--- src/hdl/fic_pkg.sv ---
`default_nettype none
package fic_pkg;

	// payload sizing
	localparam int LEN_W = 24;
	localparam int RATE_W = 7;
	localparam int MS_W = 20;
	localparam int TIME_W = 32;

	localparam logic [LEN_W-1:0] SET_MIN_BYTES = LEN_W'(6);
	localparam logic [LEN_W-1:0] CLEAR_MIN_BYTES = LEN_W'(2);
	localparam logic [31:0] MAX_RECONNECT_MS = 32'd600000;
	localparam logic [9:0] US_PER_MS = 10'd1000;
	localparam logic [RATE_W-1:0] FULL_PERCENT = RATE_W'(100);
	localparam logic [31:0] FULL_PERCENT_ARG = 32'd100;
	localparam logic [31:0] MAX_KEEP_PERCENT = 32'd99;
	localparam logic [LEN_W-1:0] MIN_KEPT_BYTES = LEN_W'(2);

	// divide by 100: drop two low bits, then multiply by ceil(2^34 / 25)
	localparam int DIV_SHIFT = 34;
	localparam logic [29:0] DIV_MULT = 30'(((64'd1 << DIV_SHIFT) + 64'd24) / 64'd25);

	// commands
	localparam logic [1:0] CMD_SET = 2'd0;
	localparam logic [1:0] CMD_CLEAR = 2'd1;
	localparam logic [1:0] CMD_TICK = 2'd2;
	localparam logic [1:0] CMD_FRAME = 2'd3;

	// fault codes
	localparam logic [7:0] CODE_ALL = 8'd0;
	localparam logic [7:0] CODE_DETACH = 8'd1;
	localparam logic [7:0] CODE_DROP = 8'd2;
	localparam logic [7:0] CODE_PARTIAL = 8'd3;

	// ack status
	localparam logic [1:0] ST_OK = 2'd0;
	localparam logic [1:0] ST_BAD_ARG = 2'd1;
	localparam logic [1:0] ST_UNKNOWN = 2'd2;

	// queue depths
	localparam int OPQ_DEPTH = 4;
	localparam int OPQ_PTR_W = $clog2(OPQ_DEPTH);
	localparam int RESQ_DEPTH = 4;
	localparam int RESQ_PTR_W = $clog2(RESQ_DEPTH);

	// classified item, front to back
	typedef struct packed {
		logic [1:0] cmd;
		logic [7:0] code;
		logic short_len;
		logic arg_ok;
		logic [RATE_W-1:0] rate;
		logic [TIME_W-1:0] deadline;
		logic [LEN_W-1:0] len;
		logic [TIME_W-1:0] now;
	} op_t;

	// result item
	typedef struct packed {
		logic ack_valid;
		logic [7:0] ack_code;
		logic [1:0] ack_status;
		logic link_attached;
		logic drop_frame;
		logic [LEN_W-1:0] effective_length;
	} result_t;

endpackage
`default_nettype wire

--- src/hdl/fic_op_queue.sv ---
`default_nettype none
module fic_op_queue import fic_pkg::*; (
	input wire logic clk,
	input wire logic arst_n,
	input wire logic wr,
	input wire op_t wr_op,
	input wire logic rd,
	output op_t rd_op,
	output logic full,
	output logic empty
);

	op_t mem_q [OPQ_DEPTH];
	logic [OPQ_PTR_W-1:0] wr_ptr_q;
	logic [OPQ_PTR_W-1:0] rd_ptr_q;
	logic [OPQ_PTR_W:0] count_q;
	logic do_wr;
	logic do_rd;

	assign full = (count_q == (OPQ_PTR_W+1)'(OPQ_DEPTH));
	assign empty = (count_q == '0);
	assign do_wr = wr && !full;
	assign do_rd = rd && !empty;
	assign rd_op = mem_q[rd_ptr_q];

	always_ff @(posedge clk) begin
		if (do_wr) begin
			mem_q[wr_ptr_q] <= wr_op;
		end
	end

	always_ff @(posedge clk or negedge arst_n) begin
		if (!arst_n) begin
			wr_ptr_q <= '0;
			rd_ptr_q <= '0;
			count_q <= '0;
		end else begin
			if (do_wr) begin
				wr_ptr_q <= wr_ptr_q + 1'b1;
			end
			if (do_rd) begin
				rd_ptr_q <= rd_ptr_q + 1'b1;
			end
			if (do_wr && !do_rd) begin
				count_q <= count_q + 1'b1;
			end else if (do_rd && !do_wr) begin
				count_q <= count_q - 1'b1;
			end
		end
	end

endmodule
`default_nettype wire

--- config.mk ---
export PLATFORM = sky130hd
export DESIGN_NAME = fic_op_queue
export DESIGN_NICKNAME = d
export VERILOG_FILES = /design/src/hdl/fic_pkg.sv /design/src/hdl/fic_op_queue.sv
export SDC_FILE = /design/constraint.sdc
export NUM_CORES = 1
export LEC_CHECK = 0
export ABC_AREA = 0
export BUFFER_PORTS_ARGS = -buffer_cell sky130_fd_sc_hd__clkbuf_2
export CAP_MARGIN = 0
export CORE_AREA = 4 4 235 283
export DETAILED_ROUTE_END_ITERATION = 7
export DIE_AREA = 0 0 239 287
export GPL_TIMING_DRIVEN = 0
export PLACE_DENSITY = 0.39
export SLEW_MARGIN = 20
export SYNTH_ARGS = -nofsm -noshare
export SYNTH_HDL_FRONTEND = slang
export SYNTH_SLANG_ARGS = --single-unit
--- constraint.sdc ---
create_clock -name clk -period 11.7 [get_ports clk]
set_clock_uncertainty 0.05 [all_clocks]
set_input_delay 0.585 -clock clk [delete_from_list [all_inputs] [get_ports clk]]
set_output_delay 0.585 -clock clk [all_outputs]
set_load 0.03 [all_outputs]
==> out/results.ini <==
[clock_network]
holdBufCountCts=1
path_clk_slew_ps=60
postCtsSetupBuffers=0
clock-root-buffer=clkbuf_16
worstSkewPairLatency_ps=570
cts_tree=yes
numCtsBuffers=48
ctsHtreeMaxLevel=2
clockBufferDepth=3
cts_resized=0
clock_sinks=435

[setup_path]
slowest_stage=clkbuf_1
cp-end-kind=primary output
r2r_slack_ps=9400
path_cells=buf_2 -> clkbuf_1 -> mux4_2 -> clkbuf_2
critPathTopFamily=buffers and inverters
crit_type=reg2out
arrival_ps=2550
crit_buf_inv=3
cp.required_ps=11070
worstPathMaxFanout=10
cpPeakStageDelay_ps=690
crit_path_start_kind=flop

[sta]
grt_setup_unrepaired=false
tightestPinTransition_ps=861
hold_violations=0
max_freq_mhz=314
tns_ps=0
period_needed_ps=3180
period_share_pct=27.2
report.final.slew_viol_count=0
slew_headroom_pct=42.6
setup_viol_count_final=0

[final_layout]
area_growth_pct=25.0
layout_common_cells=edfxtp_1 (428), clkbuf_2 (219), mux4_2 (107)
n_fill_cell=6207
nNetsFinal=993
regArea_sq_um=13000
drive_gt1_share_pct=47.3
post-route-util_pct=31.0
multi_input_area_sq_um=2640
final_common_cell=edfxtp_1

[die]
die_width_microns=239
fp.coreArea_sq_um=63900
start_util_pct=24.8
die_area_sq_um=68600
die_h_microns=287
ios=220
fp-row-count=102

[global_route]
grt_pass1_vias=8049
antenna_found_initial=4
grt_overflow=0
grt_pass1_wl_microns=54300
grt_use_total_pct=10.6
grt_max_degree=41

[yosys]
syn_area_sq_um=15800
yosys-top-cells-area=edfxtp_1 (81%), mux4_2 (15%), dfrtp_1 (1.1%)
yosysTopAreaCell=edfxtp_1
synth_warnings=0
synthesis.nets=712
yosysUniqueCellTypes=21
synth_top_area_share_pct=81.1
synth.avg_cell_area_sq_um=26.6
syn_inst=595
synth-seq-area-share_pct=82.2
synth_seq_cells=435

[route]
dr.pass1.iters=5
avgViaCountPerCell=4.09
ant_nets=0
drtIter0Drc=274
drc=0
wl_per_cell_microns=21.1
routed-via-count=7159
wl_microns=36800

[status]
status=complete, no violations

[placement]
port_buffers=219
hpwl_microns=23300
globalplace.congestion=0.646

[power_and_ir_drop]
max-vdd-ir-drop_mv=0.127
p_per_area_nw_per_um2=279
leakage_nw=6.68

[hold_path]
hold_class=in2reg

[run]
max_cap_viol_count=0

==> synthesized netlist by cell type <==
library cell,n
buf_2,5
dfrtp_1,7
nor2_1,1
xnor2_1,4
or3_1,1
nor3b_2,1
buf_6,2
and2_1,4
nand3_1,1
inv_1,4
buf_12,1
ha_1,5
nor2b_1,1
nand2_1,1
mux4_2,107
mux2_2,2
xor2_1,2
edfxtp_1,428
clkbuf_1,7
buf_4,10
fa_1,1
==> metal layers <==
metal,global-route usage (%),vias up,share of wire [%]
met1,12.6,3787,40
met3,3.06,60,5.9
met2,18.5,160,52
li1,-,3150,-
met4,3.52,2,2.5
met5,0,-,0.035
==> power by group <==
| part | internal, W | switching (W) |
|---|---|---|
| sequential | 0.00206 | 0.0000600 |
| clock | 0.000857 | 0.000607 |
| combinational | 0.000683 | 0.00125 |
==> worst paths after layout <==
path	startpoint	endpoint	cells after the start
worst max-delay path	rd_ptr_q[1]	rd_op[49]	4
worst min-delay path	wr_op[71]	mem_q[2][71]	1
worst max register to register	count_q[2]	mem_q[1][61]	5
worst min register to register	count_q[2]	count_q[2]	1
max in group asynchronous	arst_n	count_q[1]	2
min in group asynchronous	arst_n	wr_ptr_q[0]	2
==> final cells by class <==
cell class	instances	area share, %
clock buffer	59	6.38
tap	832	5.26
antenna	3	0.0379
timing repair buffer	231	6.96
clock inverter	29	1.33
inverter	4	0.0758
multi-input combinational	131	13.3
buffer	25	0.853
sequential	435	65.8
==> sequential cells by signal, indices dropped and copies added, names as in the netlist <==
register	flops
mem_q	428
count_q	3
rd_ptr_q	2
wr_ptr_q	2
==> through the flow <==
stage | instance area, sq um | cells | power, W | hold WS, ps | setup WS (ps)
after floorplan | 15800 | 595 | 0.00349 | 239 | 7820
after global placement | 18000 | 1646 | 0.00419 | 391 | 4820
after detailed placement | 18300 | 1657 | 0.00418 | 402 | 8970
after CTS | 19800 | 1746 | 0.00568 | 123 | 8340
after global routing | 19800 | 1747 | 0.00581 | 140 | 8290
final | 19800 | 1749 | 0.00552 | 174 | 8520
==> worst reg2reg max path: cells and delay by family (launching register included) <==
| kind | cells | cell delay (ps) |
|---|---|---|
| simple gates | 3 | 920 |
| buf+inv | 2 | 550 |
| flops | 1 | 390 |
==> cell families (layout without fill, tap and decap cells) <==
family	Yosys count	in the layout	share of synthesized area, %
DFF	435	435	82.2
muxes	109	109	15.4
buffers and inverters	29	348	1.16
and+or+nand+nor	10	10	0.395
adders and majority gates	6	6	0.521
xor gates and xnor gates	6	6	0.332
other	0	3	0
Power figures use the tool's default switching activity.
