$ cat config.mk
export PLATFORM = sky130hd
export DESIGN_NAME = fic_front
export DESIGN_NICKNAME = d
export VERILOG_FILES = /design/src/hdl/fic_pkg.sv /design/src/hdl/fic_front.sv
export SDC_FILE = /design/constraint.sdc
export NUM_CORES = 1
export LEC_CHECK = 0
export ABC_AREA = 1
export BUFFER_PORTS_ARGS = -buffer_cell sky130_fd_sc_hd__buf_2
export CAP_MARGIN = 15
export CORE_ASPECT_RATIO = 1.4
export CORE_MARGIN = 5
export CORE_UTILIZATION = 50
export DETAILED_ROUTE_END_ITERATION = 8
export PLACE_DENSITY = 0.81
export SKIP_LAST_GASP = 1
export SLEW_MARGIN = 20
export SYNTH_ARGS = -nofsm -noshare
export SYNTH_HDL_FRONTEND = slang
export SYNTH_SLANG_ARGS = --single-unit
$ cat constraint.sdc
create_clock -name vclk -period 5.53
set_input_delay 0.553 -clock vclk [all_inputs]
set_output_delay 0.553 -clock vclk [all_outputs]
set_load 0.05 [all_outputs]
$ cat src/hdl/fic_pkg.sv
`default_nettype none
package fic_pkg;

	// payload sizing
	localparam int LEN_W = 24;
	localparam int RATE_W = 7;
	localparam int MS_W = 20;
	localparam int TIME_W = 32;

	localparam logic [LEN_W-1:0] SET_MIN_BYTES = LEN_W'(6);
	localparam logic [LEN_W-1:0] CLEAR_MIN_BYTES = LEN_W'(2);
	localparam logic [31:0] MAX_RECONNECT_MS = 32'd600000;
	localparam logic [9:0] US_PER_MS = 10'd1000;
	localparam logic [RATE_W-1:0] FULL_PERCENT = RATE_W'(100);
	localparam logic [31:0] FULL_PERCENT_ARG = 32'd100;
	localparam logic [31:0] MAX_KEEP_PERCENT = 32'd99;
	localparam logic [LEN_W-1:0] MIN_KEPT_BYTES = LEN_W'(2);

	// divide by 100: drop two low bits, then multiply by ceil(2^34 / 25)
	localparam int DIV_SHIFT = 34;
	localparam logic [29:0] DIV_MULT = 30'(((64'd1 << DIV_SHIFT) + 64'd24) / 64'd25);

	// commands
	localparam logic [1:0] CMD_SET = 2'd0;
	localparam logic [1:0] CMD_CLEAR = 2'd1;
	localparam logic [1:0] CMD_TICK = 2'd2;
	localparam logic [1:0] CMD_FRAME = 2'd3;

	// fault codes
	localparam logic [7:0] CODE_ALL = 8'd0;
	localparam logic [7:0] CODE_DETACH = 8'd1;
	localparam logic [7:0] CODE_DROP = 8'd2;
	localparam logic [7:0] CODE_PARTIAL = 8'd3;

	// ack status
	localparam logic [1:0] ST_OK = 2'd0;
	localparam logic [1:0] ST_BAD_ARG = 2'd1;
	localparam logic [1:0] ST_UNKNOWN = 2'd2;

	// queue depths
	localparam int OPQ_DEPTH = 4;
	localparam int OPQ_PTR_W = $clog2(OPQ_DEPTH);
	localparam int RESQ_DEPTH = 4;
	localparam int RESQ_PTR_W = $clog2(RESQ_DEPTH);

	// classified item, front to back
	typedef struct packed {
		logic [1:0] cmd;
		logic [7:0] code;
		logic short_len;
		logic arg_ok;
		logic [RATE_W-1:0] rate;
		logic [TIME_W-1:0] deadline;
		logic [LEN_W-1:0] len;
		logic [TIME_W-1:0] now;
	} op_t;

	// result item
	typedef struct packed {
		logic ack_valid;
		logic [7:0] ack_code;
		logic [1:0] ack_status;
		logic link_attached;
		logic drop_frame;
		logic [LEN_W-1:0] effective_length;
	} result_t;

endpackage
`default_nettype wire

$ cat src/hdl/fic_front.sv
`default_nettype none
module fic_front import fic_pkg::*; (
	input wire logic push,
	input wire logic [1:0] command,
	input wire logic [7:0] fault_id,
	input wire logic [31:0] argument,
	input wire logic [LEN_W-1:0] length,
	input wire logic [TIME_W-1:0] now_us,
	input wire logic q_full,
	output logic full,
	output logic q_wr,
	output op_t q_op
);

	logic [29:0] delay_us;
	logic [TIME_W-1:0] due;
	logic [LEN_W-1:0] min_len;

	// deadline for a timed reconnect, wraps modulo 2^32
	assign delay_us = 30'(argument[MS_W-1:0]) * 30'(US_PER_MS);
	assign due = now_us + TIME_W'(delay_us);
	assign min_len = (command == CMD_SET) ? SET_MIN_BYTES : CLEAR_MIN_BYTES;

	always_comb begin
		q_op.cmd = command;
		q_op.code = fault_id;
		q_op.short_len = (length < min_len);
		q_op.rate = argument[RATE_W-1:0];
		q_op.deadline = (argument == 32'd0) ? '0 : due;
		q_op.len = length;
		q_op.now = now_us;
		unique case (fault_id)
			CODE_DETACH: q_op.arg_ok = (argument <= MAX_RECONNECT_MS);
			CODE_DROP: q_op.arg_ok = (argument != 32'd0) && (argument <= FULL_PERCENT_ARG);
			CODE_PARTIAL: q_op.arg_ok = (argument != 32'd0) && (argument <= MAX_KEEP_PERCENT);
			default: q_op.arg_ok = 1'b0;
		endcase
	end

	assign full = q_full;
	assign q_wr = push && !q_full;

endmodule
`default_nettype wire

==> impl_metrics.py <==
metrics = {
    "global_route": {
        "grt_pass1_vias": 8741,
        "grt_antenna_before_repair": 1,
        "use_met3_pct": 1.97,
        "top_usage_layer": "met2",
        "met1_usage_pct": 28.8,
        "grt_usage_pct": 29.9,
        "grt_max_degree": 31,
        "use_met2_pct": 59.6,
        "grt_pass1_wl_um": 39400,
        "grt_overflow_total": 0,
    },
    "cells_and_area": {
        "drive_gt1_share_pct": 48.2,
        "area_delta_synth_final_pct": 57.6,
        "seq_area_sq_um": 0,
        "final_cell_area_sq_um": 11100,
        "seq_cell_count": 0,
        "layout.nets": 1752,
        "nClkBuffers": 0,
        "nFillCells": 892,
        "final_common_cell": "nand2_1",
        "final_cell_mix": "nand2_1 (231), inv_1 (204), buf_4 (195), buf_2 (175), ha_1 (75)",
    },
    "sta": {
        "setup-violations-final": 21,
        "slew_viol_final": 0,
        "setup_ws_ns": -0.701,
        "hold_viol_final": 0,
        "rsz0062_at_grt": "yes",
        "final.period_utilization_pct": 113,
        "period_needed_ns": 6.23,
        "slew_headroom_pct": 56.5,
        "worstMarginPinSlew_ns": 0.652,
        "clock.fmax_mhz": 160,
    },
    "job": {
        "maxCapViolations": 0,
    },
    "drt": {
        "drt_iter0_drc": 517,
        "vias": 8651,
        "drt_pass1_iterations": 6,
        "wl_um": 26900,
        "remaining_drc_errors": 0,
        "viasPerCell": 5.21,
        "ant_nets": 0,
        "wire_per_inst_um": 16.2,
    },
    "status": {
        "outcome": "complete, but fails checks",
        "violations": "setup timing",
    },
    "setup_path": {
        "cp.required_ns": 4.98,
        "critical_path_class": "in2out",
        "arrival_ns": 5.68,
        "crit_family": "adder cells",
        "end_kind": "output pin",
        "path_buf_inv": 7,
        "crit_fanout": 4,
        "cpMaxStageDelayCell": "fa_2",
        "worstSetupStartpointType": "primary input",
        "cpMostUsedCell": "nand2_2",
        "slowest_delay_ns": 0.60,
    },
    "min_path": {
        "hp-class": "in2out",
    },
    "floorplanning": {
        "die_h_um": 150,
        "ioPinCount": 209,
        "core_area_sq_um": 13800,
        "die_area_sq_um": 16600,
        "fp-row-count": 51,
        "initial_core_util_pct": 50.9,
        "die_x_um": 110,
    },
    "logic_synthesis": {
        "synth.top_cell.area_share_pct": 20.2,
        "syn_inst": 1128,
        "synth_top_family_by_area": "adder cells",
        "synth_fa_ha_area_share_pct": 38.8,
        "synthXorXnorAreaFrac_pct": 2.24,
        "synthMuxAreaShare_pct": 0,
        "synthTopCellsByArea": "fa_1 (20%), ha_1 (19%), nand2_1 (17%)",
        "synthSimpleGateAreaFrac_pct": 31.4,
        "synth_compound_area_share_pct": 6.04,
        "synth_cell_types": 33,
        "syn-num-nets": 1404,
        "yosys_warnings": 0,
        "mappedNetlistArea_sq_um": 7050,
        "avgSynthCellArea_sq_um": 6.25,
        "ys_seq_area_share_pct": 0,
        "synth_top_area_cell": "fa_1",
    },
    "placed_design": {
        "place_area_sq_um": 9380,
        "portBuffers": 207,
        "place_congestion": 0.985,
        "dp_hpwl_um": 19900,
    },
}
==> cells in the mapped netlist <==
master / n
xor2_1: 14
o21bai_1: 5
o221ai_1: 1
nand3_2: 2
a21oi_1: 53
xnor2_1: 4
nand4_1: 19
nand2_1: 319
inv_1: 245
nor3_1: 10
nor4_1: 5
o21ai_1: 6
or2_2: 1
and2_1: 1
o21ai_2: 1
and2_2: 1
nor3_2: 1
o21a_1: 1
nor2_1: 96
nand2b_1: 1
nor3b_1: 1
nand2_2: 3
a22oi_1: 1
nand3_1: 53
nand3b_1: 5
nor2_4: 1
inv_2: 4
ha_1: 105
nor2_2: 9
fa_1: 71
o21ai_0: 12
buf_4: 76
buf_6: 1
==> what timing repair did <==
| item | CTS | global route |
|---|---|---|
| buffers inserted | 34 | 15 |
| hold endpoints to repair | 0 | 0 |
| hold buffers | 0 | 0 |
| gates cloned | 0 | 0 |
| gates resized for setup | 267 | 87 |
| pin swaps | 153 | 87 |
| setup endpoints to repair | 22 | 22 |
==> layer usage <==
layer,part of all wire (%),wire (um)
met2,54,14600
met3,5.1,1360
met1,33,8860
met4,7.9,2120
met5,0,0
==> final cells by class <==
class	instances	area, sq um	area share, %
tap	185	231	2.08
multi-input combinational	802	6880	62.0
inverter	249	967	8.71
antenna	1	2.50	0.0225
timing repair buffer	423	3020	27.2
==> through the flow <==
stage,cells,hold slack (ns),TNS (ns),worst slack [ns],util [%]
after floorplan,1128,1.27,-0.0271,-0.0271,-
after global placement,1610,1.11,-13.53,-0.813,67.7
after detailed placement,1610,1.11,-14.33,-0.826,67.7
after CTS,1644,1.11,-6.96,-0.483,76.9
after global routing,1660,1.11,-14.15,-0.934,80.2
final,1660,1.11,-9.76,-0.701,80.2
==> kinds of logic after synthesis <==
group / after synthesis
AO/OA/AOI/OAI: 80
buffers and inverters: 326
AND/OR/NAND/NOR: 528
XOR/XNOR: 18
adder cells (fa/ha/maj): 176
==> path summary, 6_finish.rpt <==
check / from / end / cells after the start
worst max-delay path: argument[6] / q_op[78] / 28
worst min-delay path: length[0] / q_op[32] / 0
Power is not shown: default switching activity piles up to over one toggle a cycle in this logic, so the estimate is an artifact.
